$ cat src/hdl/chgs_pkg.sv
// Shared beat types and unit status for the Graham scan convex hull block.
package chgs_pkg;

    typedef struct packed {
        logic [11:0] x_coord;
        logic [11:0] y_coord;
        logic        last_point;
    } point_t;

    typedef struct packed {
        logic [11:0] hull_x;
        logic [11:0] hull_y;
        logic        hull_last;
        logic        overflowed;
    } vertex_t;

    // Status of the cross product unit.
    typedef struct packed {
        logic valid;
        logic pos;
        logic zero;
    } xres_t;

endpackage

$ cat src/hdl/convex_hull_graham_scan.sv
// Top level: point load, angular insertion sort and Graham scan sequencer.
//
// Usage: points arrive on pt (valid/ready), one beat per point. The beat with
// last_point set closes the set and starts the hull run; points beyond
// MAX_POINTS are dropped and the run's vertices carry overflowed. Vertices
// leave on vtx (valid/ready) counterclockwise from the lowest-y point, with
// hull_last on the final one. pt_ready is high only while loading.
// Load accepts one point per cycle. After the last point, the sort inserts
// each point in angular order, paced by the order RAM read, the point read
// and the two-stage cross product unit; the scan then pushes and pops on the
// stack RAM, and each vertex is read back out through the stack RAM.
// A stalled vtx receiver holds the output register; the sequencer waits on
// it and nothing is lost. Reset empties the set and clears the output valid;
// RAM contents need no clearing since only entries written in a set are read.
module convex_hull_graham_scan #(
    parameter int MAX_POINTS = 16,
    parameter int COORD_BITS = 12
) (
    input  logic              clk,
    input  logic              rst_n,
    input  chgs_pkg::point_t  pt,
    input  logic              pt_valid,
    output logic              pt_ready,
    output chgs_pkg::vertex_t vtx,
    output logic              vtx_valid,
    input  logic              vtx_ready
);
    import chgs_pkg::*;

    localparam int CB = COORD_BITS;
    localparam int PW = 2 * COORD_BITS;
    localparam int CW = $clog2(MAX_POINTS + 1);
    localparam int IW = $clog2(MAX_POINTS);

    localparam logic [1:0] CLS_ZERO = 2'd0;
    localparam logic [1:0] CLS_MID  = 2'd1;
    localparam logic [1:0] CLS_BACK = 2'd2;

    typedef enum logic [13:0] {
        S_LOAD  = 14'b00000000000001,
        S_SNEXT = 14'b00000000000010,
        S_SGET  = 14'b00000000000100,
        S_SJ    = 14'b00000000001000,
        S_SOWT  = 14'b00000000010000,
        S_SCMP  = 14'b00000000100000,
        S_SCANI = 14'b00000001000000,
        S_KNEXT = 14'b00000010000000,
        S_KGET  = 14'b00000100000000,
        S_TEST  = 14'b00001000000000,
        S_TWT   = 14'b00010000000000,
        S_POPWT = 14'b00100000000000,
        S_ERD   = 14'b01000000000000,
        S_ELD   = 14'b10000000000000
    } state_t;

    state_t        state_reg, state_next;
    logic [CW-1:0] cnt_reg, cnt_next;
    logic [IW-1:0] piv_slot_reg, piv_slot_next;
    logic          drop_reg, drop_next;
    logic [CW-1:0] s_reg, s_next;
    logic [CW-1:0] j_reg, j_next;
    logic [CW-1:0] n_reg, n_next;
    logic [CW-1:0] k_reg, k_next;
    logic [CW-1:0] depth_reg, depth_next;
    logic          fin_reg, fin_next;
    logic          ov_reg, ov_next;

    logic [CB-1:0] piv_x_reg, piv_x_next, piv_y_reg, piv_y_next;
    logic [CB-1:0] cur_x_reg, cur_x_next, cur_y_reg, cur_y_next;
    logic [CB-1:0] cmp_x_reg, cmp_x_next, cmp_y_reg, cmp_y_next;
    logic [CB-1:0] top_x_reg, top_x_next, top_y_reg, top_y_next;
    logic [CB-1:0] sec_x_reg, sec_x_next, sec_y_reg, sec_y_next;
    vertex_t       vtx_reg, vtx_next;

    // memory ports
    logic          st_we, st_re, od_we, od_re, sk_we, sk_re;
    logic [IW-1:0] st_waddr, st_raddr, od_waddr, od_raddr, sk_waddr, sk_raddr;
    logic [PW-1:0] st_wdata, st_rdata, od_wdata, od_rdata, sk_wdata, sk_rdata;

    // cross unit
    logic          x_start;
    logic [CB-1:0] x_ox, x_oy, x_ax, x_ay, x_bx, x_by;
    xres_t         x_res;

    logic [CB-1:0] in_x, in_y;
    logic [1:0]    cls_a, cls_b;
    logic          cur_first;
    logic          pt_acc;

    assign in_x     = CB'(pt.x_coord);
    assign in_y     = CB'(pt.y_coord);
    assign pt_ready = (state_reg == S_LOAD);
    assign pt_acc   = pt_valid && pt_ready;
    assign vtx      = vtx_reg;
    assign vtx_valid = ov_reg;

    chgs_ram #(.DEPTH(MAX_POINTS), .WIDTH(PW)) u_store (
        .clk(clk), .we(st_we), .waddr(st_waddr), .wdata(st_wdata),
        .re(st_re), .raddr(st_raddr), .rdata(st_rdata)
    );

    chgs_ram #(.DEPTH(MAX_POINTS), .WIDTH(PW)) u_order (
        .clk(clk), .we(od_we), .waddr(od_waddr), .wdata(od_wdata),
        .re(od_re), .raddr(od_raddr), .rdata(od_rdata)
    );

    chgs_ram #(.DEPTH(MAX_POINTS), .WIDTH(PW)) u_stack (
        .clk(clk), .we(sk_we), .waddr(sk_waddr), .wdata(sk_wdata),
        .re(sk_re), .raddr(sk_raddr), .rdata(sk_rdata)
    );

    chgs_cross #(.CB(CB)) u_cross (
        .clk(clk), .rst_n(rst_n), .start(x_start),
        .ox(x_ox), .oy(x_oy), .ax(x_ax), .ay(x_ay), .bx(x_bx), .by(x_by),
        .res(x_res)
    );

    // angle class about the pivot: zero angle, strictly between, or 180
    always_comb
    begin
        if (cur_y_reg != piv_y_reg)
            cls_a = CLS_MID;
        else if (cur_x_reg >= piv_x_reg)
            cls_a = CLS_ZERO;
        else
            cls_a = CLS_BACK;
        if (cmp_y_reg != piv_y_reg)
            cls_b = CLS_MID;
        else if (cmp_x_reg >= piv_x_reg)
            cls_b = CLS_ZERO;
        else
            cls_b = CLS_BACK;

        // same ray: nearer first, measured along the ray's own axis
        if (cls_a != cls_b)
            cur_first = cls_a < cls_b;
        else if (cls_a == CLS_MID)
            cur_first = x_res.zero ? (cur_y_reg < cmp_y_reg) : x_res.pos;
        else if (cls_a == CLS_ZERO)
            cur_first = cur_x_reg < cmp_x_reg;
        else
            cur_first = cur_x_reg > cmp_x_reg;
    end

    always_comb
    begin
        state_next    = state_reg;
        cnt_next      = cnt_reg;
        piv_slot_next = piv_slot_reg;
        drop_next     = drop_reg;
        s_next        = s_reg;
        j_next        = j_reg;
        n_next        = n_reg;
        k_next        = k_reg;
        depth_next    = depth_reg;
        fin_next      = fin_reg;
        ov_next       = ov_reg && !vtx_ready;
        piv_x_next    = piv_x_reg;
        piv_y_next    = piv_y_reg;
        cur_x_next    = cur_x_reg;
        cur_y_next    = cur_y_reg;
        cmp_x_next    = cmp_x_reg;
        cmp_y_next    = cmp_y_reg;
        top_x_next    = top_x_reg;
        top_y_next    = top_y_reg;
        sec_x_next    = sec_x_reg;
        sec_y_next    = sec_y_reg;
        vtx_next      = vtx_reg;

        st_we = 1'b0; st_waddr = cnt_reg[IW-1:0]; st_wdata = {in_x, in_y};
        st_re = 1'b0; st_raddr = s_reg[IW-1:0];
        od_we = 1'b0; od_waddr = j_reg[IW-1:0];   od_wdata = {cur_x_reg, cur_y_reg};
        od_re = 1'b0; od_raddr = j_reg[IW-1:0] - IW'(1);
        sk_we = 1'b0; sk_waddr = depth_reg[IW-1:0]; sk_wdata = {cur_x_reg, cur_y_reg};
        sk_re = 1'b0; sk_raddr = k_reg[IW-1:0];

        x_start = 1'b0;
        x_ox = piv_x_reg; x_oy = piv_y_reg;
        x_ax = cur_x_reg; x_ay = cur_y_reg;
        x_bx = od_rdata[PW-1:CB]; x_by = od_rdata[CB-1:0];

        unique case (state_reg)
            S_LOAD:
            begin
                if (pt_acc)
                begin
                    if (cnt_reg < CW'(MAX_POINTS))
                    begin
                        st_we    = 1'b1;
                        cnt_next = cnt_reg + CW'(1);
                        if (cnt_reg == '0 || in_y < piv_y_reg)
                        begin
                            piv_slot_next = cnt_reg[IW-1:0];
                            piv_x_next    = in_x;
                            piv_y_next    = in_y;
                        end
                    end
                    else
                    begin
                        drop_next = 1'b1;
                    end
                    if (pt.last_point)
                    begin
                        s_next     = '0;
                        n_next     = '0;
                        state_next = S_SNEXT;
                    end
                end
            end
            S_SNEXT:
            begin
                if (s_reg == cnt_reg)
                    state_next = S_SCANI;
                else if (s_reg == CW'(piv_slot_reg))
                    s_next = s_reg + CW'(1);
                else
                begin
                    st_re      = 1'b1;
                    state_next = S_SGET;
                end
            end
            S_SGET:
            begin
                cur_x_next = st_rdata[PW-1:CB];
                cur_y_next = st_rdata[CB-1:0];
                j_next     = n_reg;
                state_next = S_SJ;
            end
            S_SJ:
            begin
                if (j_reg == '0)
                begin
                    od_we      = 1'b1;
                    n_next     = n_reg + CW'(1);
                    s_next     = s_reg + CW'(1);
                    state_next = S_SNEXT;
                end
                else
                begin
                    od_re      = 1'b1;
                    state_next = S_SOWT;
                end
            end
            S_SOWT:
            begin
                cmp_x_next = od_rdata[PW-1:CB];
                cmp_y_next = od_rdata[CB-1:0];
                x_start    = 1'b1;
                state_next = S_SCMP;
            end
            S_SCMP:
            begin
                if (x_res.valid)
                begin
                    od_we = 1'b1;
                    if (cur_first)
                    begin
                        od_wdata = {cmp_x_reg, cmp_y_reg};
                        j_next   = j_reg - CW'(1);
                        state_next = S_SJ;
                    end
                    else
                    begin
                        n_next     = n_reg + CW'(1);
                        s_next     = s_reg + CW'(1);
                        state_next = S_SNEXT;
                    end
                end
            end
            S_SCANI:
            begin
                sk_we      = 1'b1;
                sk_waddr   = '0;
                sk_wdata   = {piv_x_reg, piv_y_reg};
                top_x_next = piv_x_reg;
                top_y_next = piv_y_reg;
                depth_next = CW'(1);
                k_next     = '0;
                fin_next   = 1'b0;
                state_next = S_KNEXT;
            end
            S_KNEXT:
            begin
                if (k_reg == n_reg)
                begin
                    cur_x_next = piv_x_reg;
                    cur_y_next = piv_y_reg;
                    fin_next   = 1'b1;
                    state_next = S_TEST;
                end
                else
                begin
                    od_re      = 1'b1;
                    od_raddr   = k_reg[IW-1:0];
                    state_next = S_KGET;
                end
            end
            S_KGET:
            begin
                cur_x_next = od_rdata[PW-1:CB];
                cur_y_next = od_rdata[CB-1:0];
                state_next = S_TEST;
            end
            S_TEST, S_TWT:
            begin
                x_ox = sec_x_reg; x_oy = sec_y_reg;
                x_ax = top_x_reg; x_ay = top_y_reg;
                x_bx = cur_x_reg; x_by = cur_y_reg;
                if (state_reg == S_TEST && depth_reg >= CW'(2))
                begin
                    x_start    = 1'b1;
                    state_next = S_TWT;
                end
                else if (state_reg == S_TWT && !x_res.valid)
                begin
                    state_next = S_TWT;
                end
                else if (state_reg == S_TWT && !x_res.pos)
                begin
                    // not a strict left turn: drop the top
                    depth_next = depth_reg - CW'(1);
                    top_x_next = sec_x_reg;
                    top_y_next = sec_y_reg;
                    if (depth_reg >= CW'(3))
                    begin
                        sk_re      = 1'b1;
                        sk_raddr   = depth_reg[IW-1:0] - IW'(3);
                        state_next = S_POPWT;
                    end
                    else
                    begin
                        state_next = S_TEST;
                    end
                end
                else if (fin_reg)
                begin
                    k_next     = '0;
                    state_next = S_ERD;
                end
                else
                begin
                    sk_we      = 1'b1;
                    sec_x_next = top_x_reg;
                    sec_y_next = top_y_reg;
                    top_x_next = cur_x_reg;
                    top_y_next = cur_y_reg;
                    depth_next = depth_reg + CW'(1);
                    k_next     = k_reg + CW'(1);
                    state_next = S_KNEXT;
                end
            end
            S_POPWT:
            begin
                sec_x_next = sk_rdata[PW-1:CB];
                sec_y_next = sk_rdata[CB-1:0];
                state_next = S_TEST;
            end
            S_ERD:
            begin
                sk_re      = 1'b1;
                state_next = S_ELD;
            end
            S_ELD:
            begin
                if (!ov_reg || vtx_ready)
                begin
                    ov_next             = 1'b1;
                    vtx_next.hull_x     = 12'(sk_rdata[PW-1:CB]);
                    vtx_next.hull_y     = 12'(sk_rdata[CB-1:0]);
                    vtx_next.hull_last  = (k_reg + CW'(1) == depth_reg);
                    vtx_next.overflowed = drop_reg;
                    k_next              = k_reg + CW'(1);
                    if (k_reg + CW'(1) == depth_reg)
                    begin
                        cnt_next      = '0;
                        piv_slot_next = '0;
                        drop_next     = 1'b0;
                        state_next    = S_LOAD;
                    end
                    else
                    begin
                        state_next = S_ERD;
                    end
                end
            end
            default:
            begin
                state_next = S_LOAD;
            end
        endcase
    end

    always_ff @(posedge clk or negedge rst_n)
    begin
        if (!rst_n)
        begin
            state_reg    <= S_LOAD;
            cnt_reg      <= '0;
            piv_slot_reg <= '0;
            drop_reg     <= 1'b0;
            s_reg        <= '0;
            j_reg        <= '0;
            n_reg        <= '0;
            k_reg        <= '0;
            depth_reg    <= '0;
            fin_reg      <= 1'b0;
            ov_reg       <= 1'b0;
        end
        else
        begin
            state_reg    <= state_next;
            cnt_reg      <= cnt_next;
            piv_slot_reg <= piv_slot_next;
            drop_reg     <= drop_next;
            s_reg        <= s_next;
            j_reg        <= j_next;
            n_reg        <= n_next;
            k_reg        <= k_next;
            depth_reg    <= depth_next;
            fin_reg      <= fin_next;
            ov_reg       <= ov_next;
        end
    end

    always_ff @(posedge clk)
    begin
        piv_x_reg <= piv_x_next;
        piv_y_reg <= piv_y_next;
        cur_x_reg <= cur_x_next;
        cur_y_reg <= cur_y_next;
        cmp_x_reg <= cmp_x_next;
        cmp_y_reg <= cmp_y_next;
        top_x_reg <= top_x_next;
        top_y_reg <= top_y_next;
        sec_x_reg <= sec_x_next;
        sec_y_reg <= sec_y_next;
        vtx_reg   <= vtx_next;
    end

    // cross results only land while the sequencer waits for them
    a_xres_wait: assert property (@(posedge clk) disable iff (!rst_n)
        x_res.valid |-> (state_reg == S_SCMP || state_reg == S_TWT))
        else $error("cross result outside a wait state");

    a_sort_idx: assert property (@(posedge clk) disable iff (!rst_n)
        (state_reg == S_SCMP) |-> (j_reg != '0 && j_reg <= n_reg && n_reg < cnt_reg))
        else $error("sort index out of range");

    a_emit_idx: assert property (@(posedge clk) disable iff (!rst_n)
        (state_reg == S_ELD) |-> (depth_reg != '0 && k_reg < depth_reg))
        else $error("emit index beyond stack depth");

    a_load_start: assert property (@(posedge clk) disable iff (!rst_n)
        (pt_acc && pt.last_point) |=> (state_reg == S_SNEXT && cnt_reg != '0))
        else $error("run started with an empty set");

endmodule

$ cat src/hdl/chgs_ram.sv
// Simple dual-port synchronous RAM, one write and one registered read port.
module chgs_ram #(
    parameter int DEPTH = 16,
    parameter int WIDTH = 24,
    localparam int AW = $clog2(DEPTH)
) (
    input  logic             clk,
    input  logic             we,
    input  logic [AW-1:0]    waddr,
    input  logic [WIDTH-1:0] wdata,
    input  logic             re,
    input  logic [AW-1:0]    raddr,
    output logic [WIDTH-1:0] rdata
);

    logic [WIDTH-1:0] mem [DEPTH];

    always_ff @(posedge clk)
    begin
        if (we)
        begin
            mem[waddr] <= wdata;
        end
        if (re)
        begin
            rdata <= mem[raddr];
        end
    end

endmodule

$ cat src/hdl/chgs_cross.sv
// Two-stage cross product unit: sign of (a - o) x (b - o).
module chgs_cross #(
    parameter int CB = 12
) (
    input  logic            clk,
    input  logic            rst_n,
    input  logic            start,
    input  logic [CB-1:0]   ox,
    input  logic [CB-1:0]   oy,
    input  logic [CB-1:0]   ax,
    input  logic [CB-1:0]   ay,
    input  logic [CB-1:0]   bx,
    input  logic [CB-1:0]   by,
    output chgs_pkg::xres_t res
);
    import chgs_pkg::*;

    logic signed [CB:0]     dax_reg, day_reg, dbx_reg, dby_reg;
    logic signed [2*CB+1:0] p1_reg, p2_reg;
    logic                   v1_reg, v2_reg;

    always_ff @(posedge clk or negedge rst_n)
    begin
        if (!rst_n)
        begin
            v1_reg <= 1'b0;
            v2_reg <= 1'b0;
        end
        else
        begin
            v1_reg <= start;
            v2_reg <= v1_reg;
        end
    end

    always_ff @(posedge clk)
    begin
        dax_reg <= $signed({1'b0, ax}) - $signed({1'b0, ox});
        day_reg <= $signed({1'b0, ay}) - $signed({1'b0, oy});
        dbx_reg <= $signed({1'b0, bx}) - $signed({1'b0, ox});
        dby_reg <= $signed({1'b0, by}) - $signed({1'b0, oy});
        p1_reg  <= dax_reg * dby_reg;
        p2_reg  <= day_reg * dbx_reg;
    end

    assign res.valid = v2_reg;
    assign res.pos   = p1_reg > p2_reg;
    assign res.zero  = p1_reg == p2_reg;

endmodule
$ cat config.mk
export PLATFORM = sky130hd
export DESIGN_NAME = convex_hull_graham_scan
export DESIGN_NICKNAME = d
export VERILOG_FILES = /design/src/hdl/chgs_pkg.sv /design/src/hdl/convex_hull_graham_scan.sv /design/src/hdl/chgs_ram.sv /design/src/hdl/chgs_cross.sv
export SDC_FILE = /design/constraint.sdc
export NUM_CORES = 2
export LEC_CHECK = 0
export BUFFER_PORTS_ARGS = -buffer_cell sky130_fd_sc_hd__buf_2
export CAP_MARGIN = 20
export CORE_UTILIZATION = 40
export DETAILED_ROUTE_END_ITERATION = 10
export GPL_TIMING_DRIVEN = 0
export PLACE_DENSITY = 0.56
export RECOVER_POWER = 100
export SLEW_MARGIN = 20
export SYNTH_ARGS = -nofsm -noshare
export SYNTH_HDL_FRONTEND = slang
export SYNTH_SLANG_ARGS = --single-unit
$ cat constraint.sdc
create_clock -name clk -period 6.1 [get_ports clk]
set_input_delay 0.305 -clock clk [delete_from_list [all_inputs] [get_ports clk]]
set_output_delay 0.305 -clock clk [all_outputs]
set_load 0.05 [all_outputs]
; Yosys cells after proc, flatten, opt, wreduce, memory -nomap -nowiden
; Memories as Yosys holds them, arrays and structs flattened. A register that Yosys moved wholly into a read port is not among the register bits.
; Index checks and enable logic that the tools add are counted.
; W data, S select, Z words.
[totals]
regBits = 303
mem_bits_rw = 1152
inputBits = 29
out_inout_bits = 28
mem_count = 3
[op_classes]
addsub = 13
n_mul = 2
n_lt_le_gt_ge = 11
eq_ne = 43
mux = 142
reduce_logical = 39
[memory_table]
columns = name, words, width, rd, rd_ports_with_merged_regs, wr, line
row1 = u_order.mem, 16, 24, 1, 1, 1, chgs_ram.sv:16  ; logic [WIDTH-1:0] mem [DEPTH];
row2 = u_stack.mem, 16, 24, 1, 1, 1, chgs_ram.sv:16
row3 = u_store.mem, 16, 24, 1, 1, 1, chgs_ram.sv:16
[op_table]
columns = cell, n
row1 = $mux W12, 25
row2 = $pmux W14 S12, 1
row3 = $mux W5, 26
row4 = $mux W14, 9
row5 = $mux W24, 4
row6 = $pmux W12 S2, 4
row7 = $pmux W12 S3, 2
row8 = $mux W4, 14
row9 = $mul A13 B13 Y26, 2
row10 = $sub A12 B12 Y13, 4
row11 = $lt A12 B12 Y1, 3
row12 = $mux W1, 36
row13 = $pmux W5 S2, 3
row14 = $pmux W5 S3, 2
row15 = $ne A2 B2 Y1 const B, 14
row16 = $eq A26 B26 Y1, 1
row17 = $gt A26 B26 Y1, 1
row18 = $mux W13, 2
row19 = $add A5 B1 Y5 const B, 5
row20 = $reduce_and A5 Y1, 5
row21 = $ge A12 B12 Y1, 2
row22 = $ne A12 B12 Y1, 2
row23 = $pmux W5 S4, 1
row24 = $eq A5 B5 Y1, 3
row25 = other kinds (44), 79

; Longest topological paths before layout
[depth]
ltp_word = 10
mapped_depth = 23
mapped_depth_nobuf = 22

; Modules after synthesis
; A second synthesis with hierarchy kept.
[hier_totals]
cells_unflattened = 5027
area_unflattened_um2 = 75037.0
[by_module_without_submodules]
columns = mod, n_inst, cells_per_inst, area_each_um2, seq_area_each_um2
row1 = chgs_ram, 3, 636, 15170.8, 12251.8
row2 = chgs_cross, 1, 1865, 17433.0, 2132.0
row3 = convex_hull_graham_scan, 1, 1254, 12091.6, 5661.7

; Worst setup path before layout
; No wires, ideal clock.
[synth_path]
kind = reg-to-reg
startpoint = reg u_cross.dax_reg[7]
endpoint = reg u_cross.p1_reg[25]
setup_ns = 0.121
arrival_ns = 5.359
path_slack_ns = 0.621
stages_incl_launch_ff = 23
synth_period_minus_slack_ns = 5.479
path_cell_list = dfxtp_1 clkbuf_1 and2_1 fa_1 inv_1 fa_1 inv_1 fa_1 inv_1 fa_1 inv_1 fa_1 ha_1 ha_1 a21oi_1 or2_2 a211o_1 a31oi_1 a41oi_1 a21oi_1 o21a_1 nor2_1 xnor2_1
[synth_via]
elab_chain_len = 1
[synth_rtl]
columns = element, line
row1 = from (decl), chgs_cross.sv:18  ; logic signed [CB:0] dax_reg, day_reg, dbx_reg, dby_reg;
row2 = from (signal assigned), chgs_cross.sv:38  ; dax_reg <= $signed({1'b0, ax}) - $signed({1'b0, ox});
row3 = $mul A13 B13 Y26, chgs_cross.sv:42  ; p1_reg <= dax_reg * dby_reg;
row4 = to (signal assigned), chgs_cross.sv:42
row5 = to (decl), chgs_cross.sv:19  ; logic signed [2*CB+1:0] p1_reg, p2_reg;
; No other way between the ends.
; A chain may end at the register's enable or synchronous reset.

; Final worst setup path
[layout_path]
startpoint = reg u_cross.dax_reg[10]
endpoint = reg u_cross.p1_reg[25]
; The elaborated chain is that of the path after synthesis.

==> impl_metrics.csv <==
group,metric,value,unit
sta,setup_tns,0,ns
critical_path,cp_data_required_time,6.79,ns
sta,final.period_utilization,0.9778,
floorplanning,coreArea,190800,um2
routing,route.detailed.wl_per_inst,24.76,um
sta,rsz0062_at_grt,"true",
sta,clock_skew,0.04548,ns
final_layout,drive_gt1_frac,0.09993,
sta,finalHoldWorstSlack,0.1391,ns
cts,clock_sinks,1527,
synth,yosys_most_used_dff,"edfxtp_1",
job,maxCapViolations,12,
final_layout,final_common_cell,"edfxtp_1",
floorplanning,die_area,194500,um2
routing,viasPerCell,5.361,
place,dpl-instance-area,82230,um2
critical_path,cp_common_cell,"fa_1",
final_layout,finish.utilization,0.4541,
sta,clock.fmax,167.6,MHz
cts,clk_latency,0.82,ns
global_routing,grt_pass1_wl,313400,um
critical_path,worst_setup_path_end_kind,"register",
critical_path,critPathSlowestCell,"fa_1",
final_layout,area_growth_syn_to_layout,12.41,%
sta,worst_slew_pin_slew,2.331,ns
synth,syn_area_per_cell,13.59,um2
critical_path,critical_path.top_delay_family,"adder cells",
outcome,failed_checks,"max-capacitance violations, max-slew violations",
floorplanning,die_h,441.0,um
synth,yosysWarningCount,0,
synth,synthDistinctLibCells,90,
cts,clockRootBuffer,"clkbuf_16",
critical_path,critical_path_buf_inv_count,3,
sta,setup_violations,0,
cts,cts_tree,"yes",
final_layout,fill_cells,17111,
cts,numCtsBuffers,163,
sta,final-max-slew-violation-count,226,
floorplanning,std_cell_rows,160,
global_routing,grt_start_max_net_pins,36,
floorplanning,start_util,0.4040,
routing,drt_iter0_drc,4573,
critical_path,crit_path_start_kind,"register",
final_layout,regArea,44560,um2
critical_path,crit_fanout,10,
final_layout,multi_input_area,29740,um2
routing,first_pass_iters,8,
floorplanning,io_pins,57,
cts,clockBufferDepth,3,
synth,synthArstFlopShare,0.03471,
cts,clkTransAtPathRegs,0.06,ns
final_layout,fin_nets,6630,
place,hpwlAfterDp,157500,um
critical_path,critPathArrivalTime,6.65,ns
sta,hold_viol,0,
outcome,status,"finished, violations left",
cts,ctsHtreeMaxLevel,4,
routing,drc,0,
place,port_buffers,56,
synth,synth-seq-cells,1527,
synth,synth-edff-count,1370,
routing,num_vias,46274,
synth,synth_fp_nets,6315,
final_layout,reg_top3,"u_order.mem (384), u_stack.mem (384), u_store.mem (384)",
floorplanning,die_w,441.0,um
synth,seq_area_frac_synth,0.5780,
critical_path,crit_chain,"buf_4 -> and2_1 -> fa_1 -> inv_1 -> fa_1 -> inv_1 -> fa_1 -> fa_1 -> fa_1 -> fa_2 -> ha_4 -> o21ai_0 -> nand2_1 -> o21ai_0 -> a211o_1 -> a31oi_4 -> a41oi_2 -> a21oi_2 -> o21a_1 -> nor2_1 -> xnor2_2",
routing,ant_nets,0,
worst_hold_path,min_path_type,"primary input to register",
critical_path,worstSetupPathType,"register to register",
final_layout,final_cell_mix,"1370 x edfxtp_1, 873 x nand2_1, 468 x inv_1",
synth,netlist_instances,5672,
critical_path,cp_slowest_stage_delay,0.52,ns
synth,synth_area,77080,um2
global_routing,grt_pass1_vias,46701,
routing,routed_wl,213700,um
sta,slew_headroom,-0.5540,
final_layout,final_cell_area,86640,um2
sta,fin_crit,5.965,ns
global_routing,grt-ovfl-total,0,
global_routing,grt_usage,0.2211,
place,place.gp.congestion,0.9349,
global_routing,antenna_found_initial,17,
[logic make-up after synthesis]
kind of cell               synth area share
AOI/OAI and AO/OA                   0.04016
muxes                               0.09868
xor gates and xnor gates            0.01489
and+or+nand+nor                     0.09857
buffers and inverters               0.03803
DFF                                  0.5780
adders and majority gates            0.1317
[worst reg2reg max path: cells and delay by family (launching register included)]
| kind | cells | cell delay (ns) |
|---|---|---|
| adder cells (fa/ha/maj) | 7 | 3.27 |
| buffers and inverters | 3 | 0.31 |
| XOR/XNOR | 1 | 0.30 |
| AO/OA/AOI/OAI | 7 | 1.32 |
| flip-flops | 1 | 0.35 |
| AND/OR/NAND/NOR | 3 | 0.33 |
[through the flow]
stage | setup slack (ns) | std cells
2_1_floorplan | 0.6205 | 5672
3_3_place_gp | -2.503 | 8239
3_5_place_dp | -0.9836 | 8303
4_1_cts | 0.01089 | 8624
5_1_grt | -0.1423 | 8630
6_report | 0.1351 | 8631
[final timing paths]
path	end	startpoint	slack (ns)	cells past startpoint
worst max-delay path	u_cross.p1_reg[25]	u_cross.dax_reg[10]	0.14	21
worst min-delay path	n_reg[3]	pt[0]	0.14	4
worst max register to register	u_cross.p1_reg[25]	u_cross.dax_reg[10]	0.14	21
worst min register to register	u_cross.v2_reg	u_cross.v1_reg	0.35	0
max in group asynchronous	k_reg[3]	rst_n	2.69	4
min in group asynchronous	j_reg[1]	rst_n	0.77	3
[metal layers]
layer	up-vias	track usage	routed length (um)
met5	-	0	90
met4	14	0.07144	7272
met3	383	0.03772	13790
met2	1570	0.3479	97910
met1	23524	0.3110	94600
li1	20783	-	-
[cells in the mapped netlist, types with 28 or more instances]
library cell / count / area [um2]
a22oi_1: 48 / 360.4
inv_1: 467 / 1753
mux4_2: 120 / 2703
nand3_1: 39 / 195.2
clkbuf_1: 148 / 555.5
buf_4: 30 / 225.2
nand2_1: 872 / 3273
nor2b_1: 30 / 187.7
a31oi_1: 32 / 200.2
fa_1: 329 / 6586
and2_1: 157 / 982.2
nand2b_1: 40 / 250.2
xnor2_1: 87 / 762.0
and3_1: 165 / 1032
nor3_1: 28 / 140.1
o21ai_0: 90 / 450.4
mux2_2: 68 / 765.7
edfxtp_1: 1370 / 41140
dfrtp_1: 52 / 1301
a21o_1: 44 / 330.3
buf_2: 55 / 275.3
nor2_1: 168 / 630.6
ha_1: 285 / 3566
o21ai_1: 65 / 325.3
xor2_1: 44 / 385.4
mux2i_1: 398 / 3984
a21oi_1: 79 / 395.4
nand4_1: 28 / 175.2
dfxtp_1: 104 / 2082
[what timing repair did]
item | CTS | global route
endpoints found under the setup margin | 9 | 20
hold endpoints to repair | 465 | 0
pin swaps | 6 | 10
hold buffers | 28 | 0
setup buffers | 2 | 1
resized for setup | 58 | 85
[area by class of cell]
type | count | area share
Inverter | 469 | 0.02032
Buffer | 252 | 0.01461
Tap cell | 2511 | 0.03626
Antenna cell | 6 | 0.0001733
Timing Repair Buffer | 153 | 0.01219
Clock inverter | 85 | 0.009040
Multi-Input combinational cell | 3421 | 0.3433
Sequential cell | 1527 | 0.5143
Clock buffer | 207 | 0.04982
Power is not shown: default switching activity piles up to over one toggle a cycle in this logic, so the estimate is an artifact.
